## config.mk

```make
export PLATFORM = sky130hd
export DESIGN_NAME = seq_reorder_gap_fill_buffer_unit
export DESIGN_NICKNAME = d
export VERILOG_FILES = /design/src/hw/rtl/srgf_pkg.sv /design/src/hw/rtl/srgf_ctrl.sv /design/src/hw/rtl/srgf_dp.sv /design/src/hw/rtl/seq_reorder_gap_fill_buffer_unit.sv
export SDC_FILE = /design/constraint.sdc
export NUM_CORES = 1
export LEC_CHECK = 0
export BUFFER_PORTS_ARGS = -buffer_cell sky130_fd_sc_hd__buf_2
export CORE_UTILIZATION = 40
export DETAILED_ROUTE_END_ITERATION = 6
export PLACE_DENSITY = 0.55
export RECOVER_POWER = 50
export SETUP_SLACK_MARGIN = 0.2
export SYNTH_ARGS = -nofsm -noshare
export SYNTH_HDL_FRONTEND = slang
export SYNTH_SLANG_ARGS = --single-unit
```

## constraint.sdc

```tcl
create_clock -name clk -period 17.3 [get_ports clk]
set_clock_uncertainty 0.05 [all_clocks]
set_input_delay 0.865 -clock clk [delete_from_list [all_inputs] [get_ports clk]]
set_output_delay 0.865 -clock clk [all_outputs]
set_load 0.01 [all_outputs]
```

## src/hw/rtl/srgf_pkg.sv

```systemverilog
// ----------------------------------------------------------------------------
// srgf_pkg
// Shared types and codes of the sequence reorder / gap fill buffer.
// ----------------------------------------------------------------------------
package srgf_pkg;

  localparam int SEQ_W    = 16;
  localparam int HANDLE_W = 16;
  localparam int CNT32_W  = 32;

  // item kinds on the result channel
  localparam logic [1:0] KIND_CHUNK   = 2'd0;
  localparam logic [1:0] KIND_SILENCE = 2'd1;
  localparam logic [1:0] KIND_STATUS  = 2'd2;

  // status codes
  localparam logic [1:0] CODE_OK      = 2'd0;
  localparam logic [1:0] CODE_OOO     = 2'd1;
  localparam logic [1:0] CODE_LATE    = 2'd2;
  localparam logic [1:0] CODE_BEYOND  = 2'd3;

  // input opcodes
  localparam logic OP_PACKET = 1'b0;
  localparam logic OP_DRAIN  = 1'b1;

  // configuration port
  localparam int   CFG_ADDR_W     = 3;
  localparam int   CFG_DATA_W     = 32;
  localparam logic REG_SILENCE_EN = 1'b0;

  typedef struct packed {
    logic load;         // capture the accepted item
    logic eval;         // classify item and update window
    logic rd;           // read handle store at head
    logic emit_chunk;   // send chunk at head and advance
    logic skip_gap;     // count missing number, maybe send silence, advance
    logic emit_status;  // send closing status item
  } cmd_t;

  typedef struct packed {
    logic op_drain;
    logic reject;       // late or beyond window
    logic head_valid;
    logic any_held;
    logic out_free;
    logic fill_on;
  } sts_t;

endpackage

```

## src/hw/rtl/srgf_ctrl.sv

```systemverilog
// ----------------------------------------------------------------------------
// srgf_ctrl
// Sequencer: steps the datapath through classify, in-order run and drain.
// ----------------------------------------------------------------------------
module srgf_ctrl
  import srgf_pkg::*;
(
  input  logic clk,
  input  logic rst_n,
  input  logic in_valid,
  output logic in_stall,
  input  sts_t sts,
  output cmd_t cmd
);

  typedef enum logic [7:0] {
    ST_IDLE    = 8'b0000_0001,
    ST_EVAL    = 8'b0000_0010,
    ST_RUN     = 8'b0000_0100,
    ST_RUN_OUT = 8'b0000_1000,
    ST_DRN     = 8'b0001_0000,
    ST_DRN_OUT = 8'b0010_0000,
    ST_STAT    = 8'b0100_0000,
    ST_SPARE   = 8'b1000_0000
  } state_t;

  state_t state_r, state_nxt;

  assign in_stall = (state_r != ST_IDLE);

  always_comb begin
    state_nxt = state_r;
    cmd       = '0;
    unique case (state_r)
      ST_IDLE: begin
        if (in_valid) begin
          cmd.load  = 1'b1;
          state_nxt = ST_EVAL;
        end
      end
      ST_EVAL: begin
        cmd.eval = 1'b1;
        if (sts.op_drain) begin
          state_nxt = ST_DRN;
        end else if (sts.reject) begin
          state_nxt = ST_STAT;
        end else begin
          state_nxt = ST_RUN;
        end
      end
      ST_RUN: begin
        if (sts.head_valid) begin
          cmd.rd    = 1'b1;
          state_nxt = ST_RUN_OUT;
        end else begin
          state_nxt = ST_STAT;
        end
      end
      ST_RUN_OUT: begin
        if (sts.out_free) begin
          cmd.emit_chunk = 1'b1;
          state_nxt      = ST_RUN;
        end
      end
      ST_DRN: begin
        if (sts.any_held) begin
          cmd.rd    = 1'b1;
          state_nxt = ST_DRN_OUT;
        end else begin
          state_nxt = ST_STAT;
        end
      end
      ST_DRN_OUT: begin
        if (sts.head_valid) begin
          if (sts.out_free) begin
            cmd.emit_chunk = 1'b1;
            state_nxt      = ST_DRN;
          end
        end else if (!sts.fill_on || sts.out_free) begin
          cmd.skip_gap = 1'b1;
          state_nxt    = ST_DRN;
        end
      end
      ST_STAT: begin
        if (sts.out_free) begin
          cmd.emit_status = 1'b1;
          state_nxt       = ST_IDLE;
        end
      end
      default: begin
        state_nxt = ST_IDLE;
      end
    endcase
  end

  always_ff @(posedge clk) begin
    if (!rst_n) begin
      state_r <= ST_IDLE;
    end else begin
      state_r <= state_nxt;
    end
  end

endmodule

```

## src/hw/rtl/srgf_dp.sv

```systemverilog
// ----------------------------------------------------------------------------
// srgf_dp
// Datapath: window slots, handle store, sequence tracking, totals and the
// result register.
// ----------------------------------------------------------------------------
module srgf_dp
  import srgf_pkg::*;
#(
  parameter int WINDOW_DEPTH = 32
)(
  input  logic                clk,
  input  logic                rst_n,
  input  cmd_t                cmd,
  output sts_t                sts,
  input  logic                silence_en,
  input  logic                in_opcode,
  input  logic [SEQ_W-1:0]    in_seq_number,
  input  logic [HANDLE_W-1:0] in_payload_handle,
  output logic                out_valid,
  input  logic                out_stall,
  output logic [1:0]          out_item_kind,
  output logic [SEQ_W-1:0]    out_item_seq,
  output logic [HANDLE_W-1:0] out_item_handle,
  output logic [1:0]          out_status_code,
  output logic [CNT32_W-1:0]  out_ooo_count,
  output logic [CNT32_W-1:0]  out_gap_count,
  output logic                out_last
);

  localparam int IDX_W = (WINDOW_DEPTH > 1) ? $clog2(WINDOW_DEPTH) : 1;
  localparam int CNT_W = $clog2(WINDOW_DEPTH + 1);
  localparam logic [IDX_W:0]   DEPTH_EXT = (IDX_W + 1)'(WINDOW_DEPTH);
  localparam logic [IDX_W-1:0] LAST_IDX  = IDX_W'(WINDOW_DEPTH - 1);

  // captured item
  logic                op_r;
  logic [SEQ_W-1:0]    seq_r;
  logic [HANDLE_W-1:0] handle_r;

  // window state
  logic [WINDOW_DEPTH-1:0] valid_r, valid_nxt;
  logic [IDX_W-1:0]        head_r, head_nxt;
  logic [CNT_W-1:0]        held_r, held_nxt;
  logic [SEQ_W-1:0]        exp_r, exp_nxt;
  logic                    started_r, started_nxt;
  logic [CNT32_W-1:0]      ooo_r, ooo_nxt;
  logic [CNT32_W-1:0]      gap_r, gap_nxt;
  logic [1:0]              code_r, code_nxt;

  // handle store
  logic [HANDLE_W-1:0] mem [WINDOW_DEPTH];
  logic [HANDLE_W-1:0] rd_data_r;
  logic                mem_we;
  logic [IDX_W-1:0]    mem_waddr;

  // result register
  logic                out_valid_r;
  logic [1:0]          kind_r;
  logic [SEQ_W-1:0]    oseq_r;
  logic [HANDLE_W-1:0] ohandle_r;
  logic [1:0]          ocode_r;
  logic [CNT32_W-1:0]  oooo_r;
  logic [CNT32_W-1:0]  ogap_r;
  logic                olast_r;
  logic                out_free;
  logic                out_load;

  // classification
  logic [SEQ_W-1:0] seq_diff;
  logic             late;
  logic             beyond;
  logic [IDX_W:0]   idx_sum;
  logic [IDX_W-1:0] idx;
  logic [IDX_W-1:0] head_inc;

  assign seq_diff = seq_r - exp_r;
  assign late     = seq_diff[SEQ_W-1];
  assign beyond   = !late && (seq_diff >= SEQ_W'(WINDOW_DEPTH));
  assign idx_sum  = {1'b0, head_r} + {1'b0, seq_diff[IDX_W-1:0]};
  assign idx      = (idx_sum >= DEPTH_EXT) ? IDX_W'(idx_sum - DEPTH_EXT)
                                           : idx_sum[IDX_W-1:0];
  assign head_inc = (head_r == LAST_IDX) ? '0 : head_r + 1'b1;

  assign out_free = !out_valid_r || !out_stall;
  assign out_load = cmd.emit_chunk || (cmd.skip_gap && silence_en) || cmd.emit_status;

  assign sts.op_drain   = (op_r == OP_DRAIN);
  assign sts.reject     = started_r && (op_r == OP_PACKET) && (late || beyond);
  assign sts.head_valid = valid_r[head_r];
  assign sts.any_held   = (held_r != '0);
  assign sts.out_free   = out_free;
  assign sts.fill_on    = silence_en;

  always_comb begin
    valid_nxt   = valid_r;
    head_nxt    = head_r;
    held_nxt    = held_r;
    exp_nxt     = exp_r;
    started_nxt = started_r;
    ooo_nxt     = ooo_r;
    gap_nxt     = gap_r;
    code_nxt    = code_r;
    mem_we      = 1'b0;
    mem_waddr   = head_r;

    if (cmd.load) begin
      code_nxt = CODE_OK;
    end

    if (cmd.eval && (op_r == OP_PACKET)) begin
      if (!started_r) begin
        // first packet fixes the expected number
        started_nxt       = 1'b1;
        exp_nxt           = seq_r;
        mem_we            = 1'b1;
        mem_waddr         = head_r;
        valid_nxt[head_r] = 1'b1;
        held_nxt          = held_r + 1'b1;
      end else if (late) begin
        code_nxt = CODE_LATE;
      end else if (beyond) begin
        code_nxt = CODE_BEYOND;
      end else begin
        if (seq_diff != '0) begin
          code_nxt = CODE_OOO;
          if (ooo_r != '1) begin
            ooo_nxt = ooo_r + 1'b1;
          end
        end
        // duplicate of a waiting packet keeps the first handle
        if (!valid_r[idx]) begin
          mem_we         = 1'b1;
          mem_waddr      = idx;
          valid_nxt[idx] = 1'b1;
          held_nxt       = held_r + 1'b1;
        end
      end
    end

    if (cmd.emit_chunk) begin
      valid_nxt[head_r] = 1'b0;
      held_nxt          = held_r - 1'b1;
      head_nxt          = head_inc;
      exp_nxt           = exp_r + 1'b1;
    end

    if (cmd.skip_gap) begin
      if (gap_r != '1) begin
        gap_nxt = gap_r + 1'b1;
      end
      head_nxt = head_inc;
      exp_nxt  = exp_r + 1'b1;
    end
  end

  always_ff @(posedge clk) begin
    if (!rst_n) begin
      valid_r     <= '0;
      head_r      <= '0;
      held_r      <= '0;
      exp_r       <= '0;
      started_r   <= 1'b0;
      ooo_r       <= '0;
      gap_r       <= '0;
      code_r      <= CODE_OK;
    end else begin
      valid_r     <= valid_nxt;
      head_r      <= head_nxt;
      held_r      <= held_nxt;
      exp_r       <= exp_nxt;
      started_r   <= started_nxt;
      ooo_r       <= ooo_nxt;
      gap_r       <= gap_nxt;
      code_r      <= code_nxt;
    end
  end

  always_ff @(posedge clk) begin
    if (cmd.load) begin
      op_r     <= in_opcode;
      seq_r    <= in_seq_number;
      handle_r <= in_payload_handle;
    end
  end

  always_ff @(posedge clk) begin
    if (mem_we) begin
      mem[mem_waddr] <= handle_r;
    end
    if (cmd.rd) begin
      rd_data_r <= mem[head_r];
    end
  end

  // result register
  always_ff @(posedge clk) begin
    if (!rst_n) begin
      out_valid_r <= 1'b0;
    end else if (out_load) begin
      out_valid_r <= 1'b1;
    end else if (!out_stall) begin
      out_valid_r <= 1'b0;
    end
  end

  always_ff @(posedge clk) begin
    if (out_load) begin
      oseq_r    <= exp_r;
      ohandle_r <= '0;
      ocode_r   <= CODE_OK;
      oooo_r    <= '0;
      ogap_r    <= '0;
      olast_r   <= 1'b0;
      if (cmd.emit_chunk) begin
        kind_r    <= KIND_CHUNK;
        ohandle_r <= rd_data_r;
      end else if (cmd.emit_status) begin
        kind_r  <= KIND_STATUS;
        ocode_r <= code_r;
        oooo_r  <= ooo_r;
        ogap_r  <= gap_r;
        olast_r <= 1'b1;
      end else begin
        kind_r <= KIND_SILENCE;
      end
    end
  end

  assign out_valid       = out_valid_r;
  assign out_item_kind   = kind_r;
  assign out_item_seq    = oseq_r;
  assign out_item_handle = ohandle_r;
  assign out_status_code = ocode_r;
  assign out_ooo_count   = oooo_r;
  assign out_gap_count   = ogap_r;
  assign out_last        = olast_r;

endmodule

```

## src/hw/rtl/seq_reorder_gap_fill_buffer_unit.sv

```systemverilog
// ----------------------------------------------------------------------------
// seq_reorder_gap_fill_buffer_unit
// Reorders packet handles by 16-bit sequence number with a drain that fills
// missing numbers with silence items if fill is on; APB-style config port.
// ----------------------------------------------------------------------------
// order: a late or out-of-window packet passes the evaluate and status states;
//   a packet releasing chunks reads and sends each, then sends its status item.
// throughput: one item at a time; a drain walks slots from the head until none
//   is held, each visit a store read, then a chunk or (fill on) a silence item.
// reset: synchronous active-low; window empty, counters zero, fill on.
// ----------------------------------------------------------------------------
module seq_reorder_gap_fill_buffer_unit
  import srgf_pkg::*;
#(
  parameter int WINDOW_DEPTH = 32
)(
  input  logic                  clk,
  input  logic                  rst_n,
  // input channel
  input  logic                  in_valid,
  output logic                  in_stall,
  input  logic                  in_opcode,
  input  logic [SEQ_W-1:0]      in_seq_number,
  input  logic [HANDLE_W-1:0]   in_payload_handle,
  // result channel
  output logic                  out_valid,
  input  logic                  out_stall,
  output logic [1:0]            out_item_kind,
  output logic [SEQ_W-1:0]      out_item_seq,
  output logic [HANDLE_W-1:0]   out_item_handle,
  output logic [1:0]            out_status_code,
  output logic [CNT32_W-1:0]    out_ooo_count,
  output logic [CNT32_W-1:0]    out_gap_count,
  output logic                  out_last,
  // configuration
  input  logic                  cfg_psel,
  input  logic                  cfg_penable,
  input  logic                  cfg_pwrite,
  input  logic [CFG_ADDR_W-1:0] cfg_paddr,
  input  logic [CFG_DATA_W-1:0] cfg_pwdata,
  output logic [CFG_DATA_W-1:0] cfg_prdata,
  output logic                  cfg_pready
);

  cmd_t cmd;
  sts_t sts;
  logic fill_r, fill_nxt;
  logic reg_idx;
  logic wr_en;

  // word index of the register
  assign reg_idx    = cfg_paddr[2];
  assign cfg_pready = 1'b1;
  assign wr_en      = cfg_psel && cfg_penable && cfg_pwrite && cfg_pready;

  always_comb begin
    fill_nxt = fill_r;
    if (wr_en && (reg_idx == REG_SILENCE_EN)) begin
      fill_nxt = cfg_pwdata[0];
    end
  end

  always_ff @(posedge clk) begin
    if (!rst_n) begin
      fill_r <= 1'b1;
    end else begin
      fill_r <= fill_nxt;
    end
  end

  assign cfg_prdata = (reg_idx == REG_SILENCE_EN) ? {{(CFG_DATA_W-1){1'b0}}, fill_r} : '0;

  srgf_ctrl u_ctrl (
    .clk      (clk),
    .rst_n    (rst_n),
    .in_valid (in_valid),
    .in_stall (in_stall),
    .sts      (sts),
    .cmd      (cmd)
  );

  srgf_dp #(
    .WINDOW_DEPTH (WINDOW_DEPTH)
  ) u_dp (
    .clk               (clk),
    .rst_n             (rst_n),
    .cmd               (cmd),
    .sts               (sts),
    .silence_en        (fill_r),
    .in_opcode         (in_opcode),
    .in_seq_number     (in_seq_number),
    .in_payload_handle (in_payload_handle),
    .out_valid         (out_valid),
    .out_stall         (out_stall),
    .out_item_kind     (out_item_kind),
    .out_item_seq      (out_item_seq),
    .out_item_handle   (out_item_handle),
    .out_status_code   (out_status_code),
    .out_ooo_count     (out_ooo_count),
    .out_gap_count     (out_gap_count),
    .out_last          (out_last)
  );

endmodule
```

# Word level (Yosys, flattened, before mapping)
# Memories as Yosys holds them, arrays and structs flattened. A register that Yosys moved wholly into a read port is not among the register bits.
# Index checks and enable logic that the tools add are counted.
# Widths: inputs -> output; s select.
# classes
addsub	9
magnitude_cmp	6
n_eq_ne	21
mux	75
bitwise_logic	9
reduce_logical	30
# ops
op	n
$mux 32	6
$add 32x1->32 const B	2
$mux 16	4
$ne 32x32->1 const B	2
$or 32x32->32	2
$pmux 8 s7	1
$mux 8	6
$mux 5	9
$mux 6	6
$and 32x32->32	1
$not 32->32	1
$mux 7	4
$mux 1	26
$add 16x1->16 const B	1
$ge 16x6->1 const B	1
$reduce_bool 16->1	1
$sub 16x16->16	1
$ne 3x2->1 const B	5
$mux 2	7
$lt 5x6->1 const B	2
$bmux 1 s5	2
$demux 1 s5	2
$ge 5x1->1 const B	2
$logic_and 1x1->1	10
other kinds (30)	46
# totals
regBits	270
ramBits	512
input_bits	75
output_inout_bits	136
word_cells	172
n_memories	1
# memory_table
name	depth	word_bits	read_ports	rd_ports_with_merged_regs	write_ports	line	rtl
u_dp.mem	32	16	1	1	1	srgf_dp.sv:51	logic [HANDLE_W-1:0] mem [WINDOW_DEPTH];

# Longest topological paths before layout
# depth
word_depth	16
depth_mapped	19
ltp_nobuf	16

# Hierarchy
# Synthesis repeated with hierarchy kept, for this count alone.
# hier_totals
hier_cells	2208
area_unflattened_um2	33337.0
# modules_own_cells
mod	instances	cells_each	area_each_um2	seq_area_each_um2
srgf_dp	1	2094	32378.6	22391.5
srgf_ctrl	1	74	638.1	140.1
seq_reorder_gap_fill_buffer_unit	1	40	320.3	20.0

# Worst setup path before layout
# Ideal clock, no wire load.
# synth_timing
path_kind	flip-flop to flip-flop
start	register u_ctrl.state_r[6]
end	register u_dp.ogap_r[0], in the netlist u_dp.out_gap_count[0] (enable)
setup_time_ns	0.592
arrival_ns	6.470
t_required_ns	16.658
slack_ns	10.188
path_stages_with_launch	9
path_buffers	2
synth_period_minus_slack_ns	7.112
cell_sequence	dfxtp_1 > buf_2 > or4_1 > or2_1 > buf_2 > nor2_1 > o21a_1 > nor2_1 > a21oi_1
# synth_between
elab_chain_cells	5
word_cells_on_any_way	9
classes_between	3 x eq/ne; 3 x mux; 3 x reduce/logical
# synth_lines
item	line	rtl
start, declared	srgf_ctrl.sv:27	state_t state_r, state_nxt;
start signal, assigned	srgf_ctrl.sv:100	state_r <= state_nxt;
$eq 8x6->1	srgf_ctrl.sv:34	unique case (state_r)
$mux 1	srgf_ctrl.sv:34	
$logic_and 1x1->1	srgf_dp.sv:85	assign out_load = cmd.emit_chunk || (cmd.skip_gap && silence_en) || cmd.emit_status;
$logic_or 1x1->1	srgf_dp.sv:85	
$logic_or 1x1->1 (*)	srgf_dp.sv:85	
named net u_dp.out_load	srgf_dp.sv:66	logic out_load;
end signal, assigned	srgf_dp.sv:221	ogap_r <= gap_r;
end, declared	srgf_dp.sv:63	logic [CNT32_W-1:0] ogap_r;
# The timed path passes the listed nets; every way through them passes the cells marked *.
# A chain may end at the register's enable or synchronous reset.

# Worst setup path after layout
# layout_timing
start	register u_dp.head_r[0]
end	memory u_dp.mem[29][10] (enable)
# layout_between
elab_chain_cells	12
word_cells_on_any_way	18
classes_between	2 x add/sub; 1 x order compare; 15 x mux
# layout_lines
item	line	rtl
start, declared	srgf_dp.sv:42	logic [IDX_W-1:0] head_r, head_nxt;
start signal, assigned	srgf_dp.sv:168	head_r <= head_nxt;
$add 5x5->6	srgf_dp.sv:79	assign idx_sum = {1'b0, head_r} + {1'b0, seq_diff[IDX_W-1:0]};
$sub 5x1->5 or $ge 6x6->1 (tied branches)	srgf_dp.sv:80	assign idx = (idx_sum >= DEPTH_EXT) ? IDX_W'(idx_sum - DEPTH_EXT)
$mux 5	srgf_dp.sv:80	
$bmux 1 s5	srgf_dp.sv:131	if (!valid_r[idx]) begin
$mux 1 (not written as such)	srgf_dp.sv:131	
$mux 1	srgf_dp.sv:131	
$mux 1	srgf_dp.sv:121	end else if (beyond) begin
$mux 1	srgf_dp.sv:119	end else if (late) begin
$mux 1	srgf_dp.sv:111	if (!started_r) begin
$mux 1	srgf_dp.sv:110	if (cmd.eval && (op_r == OP_PACKET)) begin
$mux 1	srgf_dp.sv:187	if (mem_we) begin
$mux 1 (not written as such)	srgf_dp.sv:188	mem[mem_waddr] <= handle_r;
end, declared	srgf_dp.sv:51	
# Several ways; a longest one is shown, not always the timed one. The select of a mux whose other input is x is not followed.

==> flow_summary_export.csv <==
group,metric,value,unit
floorplan,core,0.0824,sq mm
global_route,grt_max_degree,87,
worst_setup_path,worst_ep_arrival_time,6990,ps
global_route,grtUsageMet2,0.309,
floorplan,initial_core_util,0.406,
run,maxCapViolations,5,
power_and_ir_drop,p_leak,12.0,nW
clocking,post_cts_buffers,0,
clocking,h-tree-depth,3,
worst_hold_path,hold_depth,1,
yosys,synthMuxAreaShare,0.109,
detailed_routing,antenna_left,0,
global_route,antenna_found_initial,0,
detailed_routing,vias_per_cell,5.55,
yosys,netlist_area,0.0334,sq mm
layout,drive_above_1_share,0.161,
global_route,grt_overflow_total,0,
layout,final_common_cell,"edfxtp_1",
timing,rsz0062_at_grt,"no",
yosys,synth.area.top_cells,"edfxtp_1, mux4_2, dfxtp_1, a21oi_1, and2_1",
timing,fmax,148,MHz
timing,whs,340,ps
power_and_ir_drop,pwr_density_cell,107,mW/mm^2
yosys,syn_avg_cell_area,15.3,sq um
yosys,synth-edff-count,661,
timing,fin_crit_sh,0.391,
worst_hold_path,hold_class,"in -> reg",
floorplan,dieArea,0.0847,sq mm
yosys,synth_top_family_by_area,"multiplexers",
yosys,yosys.area_share.simple,0.0941,
global_route,grt_use_met1,0.232,
timing,worst_slew_pin_slew,4240,ps
worst_setup_path,crit_path_start_kind,"register",
yosys,yosys_warnings,0,
worst_setup_path,critPathKind,"reg -> reg",
layout,nNetsFinal,2447,
detailed_routing,drtPass1Iterations,7,
worst_setup_path,cp.depth,12,
placed_design,detailed_place_hpwl,47.8,mm
yosys,ys_ff_latch,796,
clocking,holdBufCountCts,0,
yosys,yosys.area_share.xor_xnor,0.0113,
floorplan,row_count,105,
worst_setup_path,required,17520,ps
detailed_routing,avgRoutedWirePerCell,21.9,um
clocking,cts_buffers,88,
yosys,synth_cells,2181,
floorplan,dieWidth,291,um
worst_setup_path,crit_family,"simple AND/OR/NAND/NOR gates",
worst_setup_path,worstPathMaxFanout,31,
global_route,grt_pass1_wl,117,mm
placed_design,place_area,0.0353,sq mm
worst_setup_path,cpMostUsedCell,"xnor2_1",
global_route,grt.total_usage,0.180,
timing,hold_viol_final,0,
clocking,clock-sinks,796,
yosys,synth_cell_types,82,
global_route,grt_busiest_layer,"met2",
power_and_ir_drop,ir_drop,0.0889,mV
detailed_routing,drt_iter0_markers,1332,
clocking,cts_buffer_depth,3,
worst_setup_path,cp_cell_sequence,"ha_1, inv_1, fa_1, nand2b_1, a21oi_1, xnor2_1, xnor2_1, mux2i_1, and4_1, or4_1, a21oi_2, and2_1",
yosys,synth_ff_type,"edfxtp_1",
worst_setup_path,critPathCaptureType,"register",
clocking,clk_latency,640,ps
outcome,status,"finished, violations left",
global_route,grt_pass1_vias,19500,
detailed_routing,drcViolationCount,1,
yosys,yosysTopAreaCell,"edfxtp_1",
floorplan,die_h,291,um
yosys,synthAdderAreaFrac,0.0134,
outcome,violations,"DRC, capacitance limit, slew limit",
layout,final_cell_mix,"edfxtp_1, mux4_2, clkbuf_1, dfxtp_1, a21oi_1",
floorplan,boundaryPins,211,
clocking,cts_root_buf,"clkbuf_16",
yosys,yosysSeqAreaShare,0.675,
worst_setup_path,worst-path-buf-inv,1,
placed_design,port_buffers,145,
clocking,cts_tree,"built",
yosys,async_reset_ff_frac,0,
layout,design_area,0.0380,sq mm
yosys,synth_compound_area_frac,0.0698,
timing,finalSetupViolCount,0,
timing,maxSlewViolCount,268,
timing,tns,0,ps
timing,period_minus_slack,6770,ps
layout,area_growth_syn_to_layout,13.8,%
power_and_ir_drop,total_power,0.00406,W
worst_setup_path,reg2reg_depth,12,
worst_setup_path,crit_path_max_incr_delay,1720,ps
timing,slew_headroom,-1.82,
layout,diodes,0,
placed_design,gp_congestion,0.854,
detailed_routing,vias,19300,
global_route,grt_use_met3,0.0265,
clocking,cts_resized,0,
clocking,clk_pin_slew,60,ps
layout,fin_util,0.462,
yosys,synth_top_cell_area_share,0.594,
detailed_routing,totalWireLength,76.3,mm
worst_setup_path,crit_path_top_delay_cell,"dfxtp_1",
worst reg2reg max path, delay by kind of cell, from the launching register on:
family                     cells  cell delay, ps
and+or+nand+nor                4            1910
DFF                            1            1720
xor gates and xnor gates       2             950
adders and majority gates      2             820
AOI/OAI and AO/OA              2             640
muxes                          1             240
buffers and inverters          1              60
layout make-up:
class | instances | area, sq um
Multi-Input combinational cell | 1218 | 10100
Sequential cell | 796 | 22600
Clock inverter | 49 | 558
Inverter | 42 | 158
Timing Repair Buffer | 192 | 931
Tap cell | 1070 | 1340
Clock buffer | 114 | 2350
Fill cell | 7186 | 44400
synth_stat cells (13+ instances only):
master	number
edfxtp_1	661
mux4_2	144
dfxtp_1	135
a21oi_1	133
and2_1	103
clkbuf_1	95
nor2_1	88
nand3_1	79
o21ai_0	77
nand2_1	60
a22oi_1	57
and3_1	41
inv_1	41
buf_4	36
mux2i_1	33
ha_1	31
nor3_1	28
or4_1	27
o31ai_1	25
nand4_1	23
xnor2_1	23
nor2b_1	22
xor2_1	20
nor3b_1	18
a21o_1	14
buf_1	13
metal layers:
| metal | share of wire | up-vias |
|---|---|---|
| met5 | 0 | - |
| met4 | 0.030 | 0 |
| met3 | 0.042 | 135 |
| met2 | 0.51 | 515 |
| met1 | 0.42 | 9874 |
| li1 | - | 8807 |
stage by stage:
stage / setup slack [ps] / cells
after detailed placement: 11380 / 3318
after CTS: 11330 / 3481
after floorplan: 10190 / 2211
final: 10530 / 3481
after global routing: 9950 / 3481
after global placement: 11340 / 3318
cells by family (layout without fill, tap and decap cells):
group,Yosys count,count (layout)
flip-flops,796,796
AND/OR/NAND/NOR,552,552
AO/OA/AOI/OAI,374,374
buffers and inverters,197,397
multiplexers,183,183
XOR/XNOR,43,43
adder cells (fa/ha/maj),34,34
other,2,32
path summary, 6_finish.rpt:
kind                              from          endpoint  slack, ps
hold reg to reg         u_dp.code_r[1]    u_dp.code_r[1]        420
setup / recovery        u_dp.head_r[0]  u_dp.mem[29][10]      10530
setup reg to reg        u_dp.head_r[0]  u_dp.mem[29][10]      10530
hold / removal    in_payload_handle[8]  u_dp.handle_r[8]        340
power breakdown:
group	switching [W]	total [W]	internal (W)
clock network	0.000767	0.00187	0.00110
logic	0.0000574	0.0000840	0.0000266
registers	0.0000244	0.00211	0.00208
sequential cells by signal, indices dropped and copies added (netlist names), 6 cells and up:
signal,count
u_dp.rd_data_r,16
u_dp.out_item_handle,16
u_dp.valid_r,32
u_dp.out_item_seq,16
u_ctrl.state_r,7
u_dp.out_gap_count,32
u_dp.handle_r,16
u_dp.seq_r,16
u_dp.held_r,6
u_dp.exp_r,16
u_dp.out_ooo_count,32
u_dp.mem,512
u_dp.ooo_r,32
u_dp.gap_r,32
No activity file was read; power rests on OpenSTA's default activity.
